$ cat src/design/cbf_ram.sv
// Generic single-write, single-read RAM with registered read data.
`timescale 1ns / 1ps

module cbf_ram #(
    parameter int WIDTH = 8,
    parameter int DEPTH = 64
) (
    input  logic                     i_clk,
    input  logic                     i_we,
    input  logic [$clog2(DEPTH)-1:0] i_waddr,
    input  logic [WIDTH-1:0]         i_wdata,
    input  logic [$clog2(DEPTH)-1:0] i_raddr,
    output logic [WIDTH-1:0]         o_rdata
);

    logic [WIDTH-1:0] r_mem [DEPTH];

    // Write port and registered read port.
    always_ff @(posedge i_clk) begin
        if (i_we) begin
            r_mem[i_waddr] <= i_wdata;
        end
        o_rdata <= r_mem[i_raddr];
    end

endmodule

$ cat config.mk
export PLATFORM = sky130hd
export DESIGN_NAME = cbf_ram
export DESIGN_NICKNAME = d
export VERILOG_FILES = /design/src/design/cbf_ram.sv
export SDC_FILE = /design/constraint.sdc
export NUM_CORES = 1
export LEC_CHECK = 0
export ABC_AREA = 1
export BUFFER_PORTS_ARGS = -buffer_cell sky130_fd_sc_hd__buf_2
export CAP_MARGIN = 20
export CORE_MARGIN = 3
export CORE_UTILIZATION = 45
export DETAILED_ROUTE_END_ITERATION = 12
export HOLD_SLACK_MARGIN = 0.05
export PLACE_DENSITY = 0.58
export SLEW_MARGIN = 20
export SYNTH_ARGS = -nofsm -noshare
export SYNTH_HDL_FRONTEND = slang
export SYNTH_SLANG_ARGS = --single-unit
$ cat constraint.sdc
create_clock -name i_clk -period 2.3 [get_ports i_clk]
set_input_delay 0.23 -clock i_clk [delete_from_list [all_inputs] [get_ports i_clk]]
set_output_delay 0.23 -clock i_clk [all_outputs]
set_load 0.01 [all_outputs]
==> run_results.csv <==
group,metric,value,unit
run_status,status,"finished clean",
floorplan,fp.dieArea,0.0501,sq mm
critical_path,reg2reg_depth,8,
synthesis,synth_common_cells,"nand2_1, edfxtp_1, nand3_1",
timing,final.min_clock_period,1.41,ns
synthesis,synth.cell_area,0.0213,sq mm
clock_tree,clkSinkCount,520,
cells_and_area,final_cells,2542,
routing,dr.pass1.iters,5,
timing,setup_violations,0,
clock_tree,htree_num_levels,2,
cells_and_area,nets,1911,
synthesis,synth-xor-area-share,0,%
timing,hold_viol,0,
routing,met1_length,24400,microns
synthesis,yosysMostFrequentCell,"nand2_1",
pwr,p_sw_share,21.8,%
clock_tree,cts_tree,"done",
cells_and_area,multi_input_area,0.00495,sq mm
synthesis,synth_compound_area_share,0,%
global_route,antenna_found_initial,1,
timing,slew_viol_final,0,
synthesis,yosysTopAreaCellShare,72.0,%
synthesis,syn_nets,1827,
critical_path,arrival,1.18,ns
routing,post-route-drc-count,0,
cells_and_area,register_area,0.0155,sq mm
floorplan,initial_utilization,45.7,%
synthesis,ys_async_sr_fraction,0,%
critical_path,cp_num_cells,1,
cells_and_area,syn2layout_area_growth,13.7,%
floorplan,die-width,224,microns
routing,wl_met2,25000,microns
floorplan,dieHeight,224,microns
place,dpl.cell_count,2440,
synthesis,synth_fa_ha_area_share,0,%
critical_path,crit_fanout,1,
pwr,clockPowerShare,42.2,%
pwr,pwr-share-comb,6.2,%
critical_path,cp.required,2.07,ns
place,port_buffers,29,
floorplan,row_count,79,
place,hpwl,32400,microns
synthesis,synth_simple_gate_area_share,23.2,%
global_route,grt_pass1_vias,13600,
critical_path,slowest_stage,"dfxtp_1",
timing,max_slew_margin,47.1,%
min_path,worstHoldStart,"i_wdata[1]",
critical_path,r2r-start,"r_mem[43][6]",
routing,post_drt_wl_per_cell,21.5,microns
timing,worstMarginPinSlew,0.790,ns
critical_path,startpoint,"o_rdata[4]",
critical_path,path_cells,"buf_2",
synthesis,synth_edf_count,512,
cells_and_area,n_fill_cell,4024,
routing,routed_wirelength,54700,microns
timing,fin_tns_setup,0,ns
synthesis,netlist_instances,1805,
place,place_ws,0.318,ns
routing,detail_route.vias_per_cell,5.51,
global_route,grt_pass1_wl,83600,microns
global_route,grt_usage,22.0,%
critical_path,crit_family,"flip-flops",
timing,rsz0062_at_grt,"no",
critical_path,cp-end-kind,"primary output",
routing,drtIter0Drc,1516,
routing,top_layer,"met4",
floorplan,core-area,0.0467,sq mm
cells_and_area,fin_util,52.0,%
routing,vias,14000,
timing,fin_worst_skew,0.0198,ns
min_path,hold_path_depth,1,
pwr,power_density,840,mW/mm^2
pwr,power.switching,0.00445,W
global_route,grt-ovfl-total,0,
clock_tree,clk-insertion-delay-late,0.59,ns
critical_path,slowest_delay,0.42,ns
timing,fin_crit_sh,61.5,%
synthesis,ys_seq_area_share,72.8,%
global_route,grt_start_max_net_pins,122,
critical_path,cp-start-kind,"flop",
clock_tree,clk_path_buf_depth,3,
critical_path,endpoint,"o_rdata[4]",
critical_path,crit_buf_inv,1,
timing,fmax,708,MHz
synthesis,postSynthAreaPerCell,11.8,sq um
job,max-cap-violations,0,
routing,antenna_left,0,
synthesis,synth_cell_types,16,
pwr,seqPwrFrac,51.6,%
clock_tree,post_cts_buffers,0,
place,placed_area,0.0225,sq mm
critical_path,r2r_slack,0.96,ns
cells_and_area,fin_area,0.0243,sq mm
routing,met3_wirelength,3770,microns
synthesis,yosys-top-cells-area,"edfxtp_1, nand2_1, nand3_1, buf_6, nor2_1",
synthesis,synth_top_family_by_area,"simple AND/OR/NAND/NOR gates",
synthesis,ys.flop_type,"edfxtp_1",
place,gp_congestion,0.850,
min_path,hp-class,"in -> reg",
pwr,leakagePower,8.89,nW
critical_path,worstSetupPathType,"reg -> out",
synthesis,muxShareOfSynthArea,0,%
cells_and_area,drive_gt1_share,11.5,%
synthesis,yosys_warnings,0,
critical_path,r2r-end,"o_rdata[6]",
clock_tree,clkTransAtPathRegs,0.06,ns
synthesis,ys_ff_latch,520,
clock_tree,clockRootBuffer,"clkbuf_16",
timing,setup_slack,0.887,ns
floorplan,ioPinCount,30,
pwr,internal_power,0.0159,W
pwr,ir_worst_vdd,578,uV
synthesis,synth_top_area_cell,"edfxtp_1",
clock_tree,cts_made_buffers,53,
repair_timing:
item,in CTS,in global routing
resized for setup,0,0
hold endpoints to repair,2,0
hold buffers,1,0
registers in the layout, summed over array words and instances, names as in the netlist:
name	cells
r_mem	512
o_rdata	8
worst min path at each step:
stage,to
after global placement,o_rdata[7]
after detailed placement,o_rdata[7]
after global routing,r_mem[58][1]
after CTS,r_mem[58][1]
after floorplan,r_mem[0][0]
final,r_mem[60][1]
placed cells by master (no fill, tap or decap):
cell type	netlist	layout
inv_4	0	1
nor2_1	56	56
clkbuf_8	0	13
buf_2	37	27
dlygate4sd3_1	0	1
nand3_1	439	439
clkbuf_16	0	55
inv_2	1	1
clkinv_1	0	4
inv_6	1	2
clkbuf_1	15	17
diode_2	0	1
inv_1	10	9
buf_12	0	16
dfxtp_1	8	8
buf_4	14	97
nand2_1	648	648
clkinv_2	0	8
bufinv_16	0	3
nand4_1	9	9
edfxtp_1	512	512
nor4_1	8	8
power groups by stage:
stage	combinational (W)	clock, W	sequential [W]
2_1_floorplan	0.000737	0	0.0107
3_3_place_gp	0.00126	0	0.0107
3_5_place_dp	0.00128	0	0.0107
4_1_cts	0.00128	0.00875	0.0105
5_1_grt	0.00140	0.00911	0.0105
6_report	0.00127	0.00860	0.0105
layout make-up:
cell class | instances | share of cell area [%]
inverters | 12 | 0.217
flip-flops and latches | 520 | 64.0
diodes | 1 | 0.0103
repair buffers | 142 | 4.98
clock inverters | 16 | 0.634
multi-input cells | 1160 | 20.4
well taps | 607 | 3.13
clock buffers | 84 | 6.62
stage by stage:
| step | hold slack (ns) | power (W) |
|---|---|---|
| after global placement | 0.666 | 0.0120 |
| after global routing | 0.126 | 0.0210 |
| final | 0.115 | 0.0204 |
| after detailed placement | 0.663 | 0.0120 |
| after CTS | 0.0981 | 0.0206 |
| after floorplan | 0.329 | 0.0115 |
logic make-up after synthesis:
| kind of cell | after synthesis |
|---|---|
| buffers and inverters | 125 |
| DFF | 520 |
| and+or+nand+nor | 1160 |
per-layer routing:
layer,global-route usage [%],vias up
met4,6.91,0
met1,31.9,6873
met3,3.75,94
met2,34.3,511
li1,-,6521
met5,0,-
No activity file was read; power rests on OpenSTA's default activity.
