`src/design/cbf_pkg.sv`:
```
// Types, widths, register codes and the covalent radius table of the bond finder.
`timescale 1ns / 1ps

package cbf_pkg;

    // Field widths of the item channels.
    localparam int COORD_W   = 20;
    localparam int ELEM_W    = 7;
    localparam int OUT_IDX_W = 24;
    localparam int MARGIN_W  = 8;

    // Datapath widths: radius, bond limit, coordinate difference and its square.
    localparam int RADIUS_W = 10;
    localparam int LIM_W    = RADIUS_W + 2;
    localparam int DIFF_W   = COORD_W + 1;
    localparam int SQ_W     = 2 * DIFF_W;

    // Configuration register indexes and reset values.
    localparam int CFG_IDX_W = 1;
    localparam logic [CFG_IDX_W-1:0] CFG_LOWER_MARGIN = 1'b0;
    localparam logic [CFG_IDX_W-1:0] CFG_UPPER_MARGIN = 1'b1;
    localparam logic [MARGIN_W-1:0]  LOWER_MARGIN_RST = 8'd128;
    localparam logic [MARGIN_W-1:0]  UPPER_MARGIN_RST = 8'd77;

    // One stored atom: position and element number.
    typedef struct packed {
        logic signed [COORD_W-1:0] x;
        logic signed [COORD_W-1:0] y;
        logic signed [COORD_W-1:0] z;
        logic [ELEM_W-1:0]         elem;
    } t_atom;

    // Covalent radius per element in 1/256 angstrom; unknown elements read as zero.
    localparam logic [RADIUS_W-1:0] RADIUS_ROM [0:127] = '{
        0, 79, 72, 328, 246, 215, 195, 182, 169, 146, 148, 425, 361, 310, 284, 274,
        269, 261, 271, 520, 451, 435, 410, 392,
        356, 356, 338, 323, 317, 338, 312, 312, 307, 305, 307, 307, 297, 563, 499,
        486, 448, 420, 394, 376, 374, 364, 356, 371,
        369, 364, 356, 356, 353, 356, 358, 625, 550, 530, 522, 520, 515, 509, 507,
        507, 502, 497, 492, 492, 484, 486, 479, 479,
        448, 435, 415, 387, 369, 361, 348, 348, 338, 371, 374, 379, 358, 384, 384,
        666, 566, 550, 527, 512, 502, 486, 479, 461,
        433, 410, 410, 410, 410, 410, 410, 410, 410, 410, 410, 410, 410, 410, 410,
        410, 410, 410, 410, 410, 410, 410, 410,
        0, 0, 0, 0, 0, 0, 0, 0, 0
    };

    function automatic logic [RADIUS_W-1:0] radius_of(input logic [ELEM_W-1:0] e);
        return RADIUS_ROM[e];
    endfunction

endpackage

```
`src/design/cbf_square.sv`:
```
// Shared squaring unit with a registered product.
`timescale 1ns / 1ps

module cbf_square
    import cbf_pkg::*;
(
    input  logic              i_clk,
    input  logic [DIFF_W-1:0] i_opnd,
    output logic [SQ_W-1:0]   o_sq
);

    logic [SQ_W-1:0] prod;

    // Unsigned square of a magnitude; the full product fits the result.
    assign prod = i_opnd * i_opnd;

    always_ff @(posedge i_clk) begin
        o_sq <= prod;
    end

endmodule

```
`config.mk`:
```
export PLATFORM = sky130hd
export DESIGN_NAME = cbf_square
export DESIGN_NICKNAME = d
export VERILOG_FILES = /design/src/design/cbf_pkg.sv /design/src/design/cbf_square.sv
export SDC_FILE = /design/constraint.sdc
export NUM_CORES = 1
export LEC_CHECK = 0
export BUFFER_PORTS_ARGS = -buffer_cell sky130_fd_sc_hd__buf_2
export CAP_MARGIN = 40
export CORE_ASPECT_RATIO = 0.5
export CORE_UTILIZATION = 45
export CTS_BUF_LIST = sky130_fd_sc_hd__clkbuf_2 sky130_fd_sc_hd__clkbuf_4 sky130_fd_sc_hd__clkbuf_8
export DETAILED_ROUTE_END_ITERATION = 8
export SLEW_MARGIN = 25
export SYNTH_ARGS = -nofsm -noshare
export SYNTH_HDL_FRONTEND = slang
export SYNTH_SLANG_ARGS = --single-unit
```
`constraint.sdc`:
```
create_clock -name i_clk -period 9.6 [get_ports i_clk]
set_input_delay 1.92 -clock i_clk [delete_from_list [all_inputs] [get_ports i_clk]]
set_output_delay 1.92 -clock i_clk [all_outputs]
set_load 0.01 [all_outputs]
```
==> impl_metrics.toml <==
[sta]
rsz0062_at_grt = "false"
maxSlewViolCount = 0
min_period_ns = 8.43
hold_viol_final = 0
timing.hold.ws_ns = 2.02
max_freq_ghz = 0.119
setup_ws_ns = 1.17
fin_tns_setup_ns = 0
setup-violations-final = 0
maxSlewHeadroom_pct = 59.8
fin_crit_sh_pct = 87.8
worst-slew-pin-transition_ns = 0.603

[detailed_routing]
wl_per_cell_um = 16.2
route.met3.wl_um = 1590
wl_met1_um = 12400
routed.top_layer = "met4"
vias_per_cell = 5.07
drtIter0Drc = 410
dr_total_vias = 9362
met2WireLength_um = 15600
drt-total-wl_um = 30000
ant_nets = 0
dr.pass1.iters = 7
drc = 2

[min_path]
hold_path_end = "o_sq[0]"
hp-class = "in2reg"
holdPathStages = 1
hp-start = "i_opnd[0]"

[synthesis]
synth.distinct_cells = 59
synth_nets = 1929
synth_top_cells_by_count = "392 x inv_1, 310 x fa_1, 154 x ha_1"
synth_flop_cell = "dfxtp_1"
synth_edf_count = 0
yosys.area.top_type = "fa_1"
synth_top_cell_area_share_pct = 46.1
synth.avg_cell_area_um2 = 9.33
synth_area_leaders = "fa_1 46%, ha_1 14%, inv_1 11%"
synthCells = 1443
synth_seq_area_share_pct = 6.09
ys_warn_count = 0
yosysMostFrequentCell = "inv_1"
async_flop_share_pct = 0
netlist_area_um2 = 13500
synth-seq-cells = 41

[floorplanning]
ioPinCount = 64
die_x_um = 247
fp-row-count = 44
die_area_um2 = 30700
initial_utilization_pct = 46.1
die-height_um = 124
core_um2 = 29200

[critical_path]
cp-end-kind = "flip-flop"
crit_path_max_fanout = 22
cp.arrival_ns = 8.65
cp-start-kind = "primary input"
required_ns = 9.83
worstSetupPathType = "in2reg"

[clock_network]
cts_tree = "done"
post_cts_buffers = 0
cts_max_level = 2
clockBufferDepth = 2
root_buffer = "clkbuf_8"
cts_resized = 0
cts-hold-fix-buffers = 0
clock_sinks = 41
cts.clk_slew.worst_paths_ns = 0.09
cts_buffers = 5

[status]
violations = "design-rule violations"
run_status = "finished, violations left"

[layout]
regMostFlops = "o_sq"
fin_cells = 1848
area_delta_synth_final_pct = 4.87
drive_above_1_share_pct = 6.25
largest_reg_flops = 41
nNetsFinal = 1941
reg_top3 = "o_sq x41"

[place]
pre_cts_slack_ns = 0.905
hpwl_um = 25200
place_inst = 1839
portBuffers = 62
place_congestion = 0.869

[grt]
grt_max_degree = 23
first_global_vias = 10195
grt_overflow = 0
grt_pass1_wl_um = 50500
grtUsageTotal_pct = 20.9
antenna_found_initial = 1

[job]
maxCapViolCount = 0
==> worst max path at each step <==
stage                     from  endpoint  slack [ns]  depth (start not counted)
detailed placement  i_opnd[11]  o_sq[35]        0.91                         22
global placement     i_opnd[5]  o_sq[35]        1.06                         23
floorplan            i_opnd[7]  o_sq[40]        1.61                         24
global route        i_opnd[11]  o_sq[35]        0.85                         22
CTS                 i_opnd[11]  o_sq[35]        1.24                         22
finish              i_opnd[11]  o_sq[35]        1.17                         22
==> per-layer routing <==
layer,GRT usage [%],up-vias
met1,27.4,4825
met3,3.64,22
met4,2.90,0
li1,-,4302
met5,0,-
met2,36.7,213
==> cell type report <==
cell class,count,area [um2]
clock inverter,2,15.0
fill,2754,15100
sequential,41,821
tap,391,489
multi-input combinational,952,10900
clock buffer,6,76.3
timing repair buffer,63,318
inverter,392,1470
antenna,1,2.50
==> cell usage in the layout (no fill, tap or decap), types with 5 or more instances in the layout <==
master    synthesis  final
inv_1           392    392
fa_1            310    310
ha_1            154    154
nand2_1         147    147
and2_1           83     83
buf_2             1     62
a21oi_1          45     45
dfxtp_1          41     41
xnor2_1          28     28
nor2_1           28     28
xor2_1           20     20
o21ai_0          19     19
nand3_1          14     14
a21o_1           14     14
and3_1            9      9
a31oi_1           9      9
nand4_1           6      6
o21bai_1          6      6
nor2b_1           6      6
clkbuf_8          0      5
==> worst max-delay path, stage by stage <==
cell and delay [ns]:
buf_2 0.43, and2_1 0.25, inv_1 0.07, fa_1 0.48, fa_1 0.54, inv_1 0.05
fa_1 0.49, fa_1 0.58, fa_1 0.43, fa_1 0.50, inv_1 0.05, fa_1 0.51
inv_1 0.05, ha_1 0.38, a21o_1 0.16, a21oi_1 0.08, o21bai_1 0.42, a2bb2oi_1 0.34
o311ai_1 0.23, a41oi_1 0.39, nor2_1 0.10, a211oi_1 0.19
==> metrics by stage <==
step / util (%) / area (um2)
floorplan: - / 13500
global placement: 48.0 / 14000
detailed placement: 48.0 / 14000
CTS: 48.3 / 14100
global route: 48.3 / 14100
finish: 48.3 / 14100
==> cells by family (layout without fill, tap and decap cells) <==
kind of cell,after synthesis,after routing,synth area share [%]
compound gates,124,124,6.09
other cells,1,2,0.0278
xor+xnor,48,48,3.12
buf+inv,450,463,12.7
simple gates,314,314,11.4
flops,41,41,6.09
fa+ha+maj,464,464,60.4
mux,1,1,0.0836
Power is not shown: default switching activity piles up to over one toggle a cycle in this logic, so the estimate is an artifact.
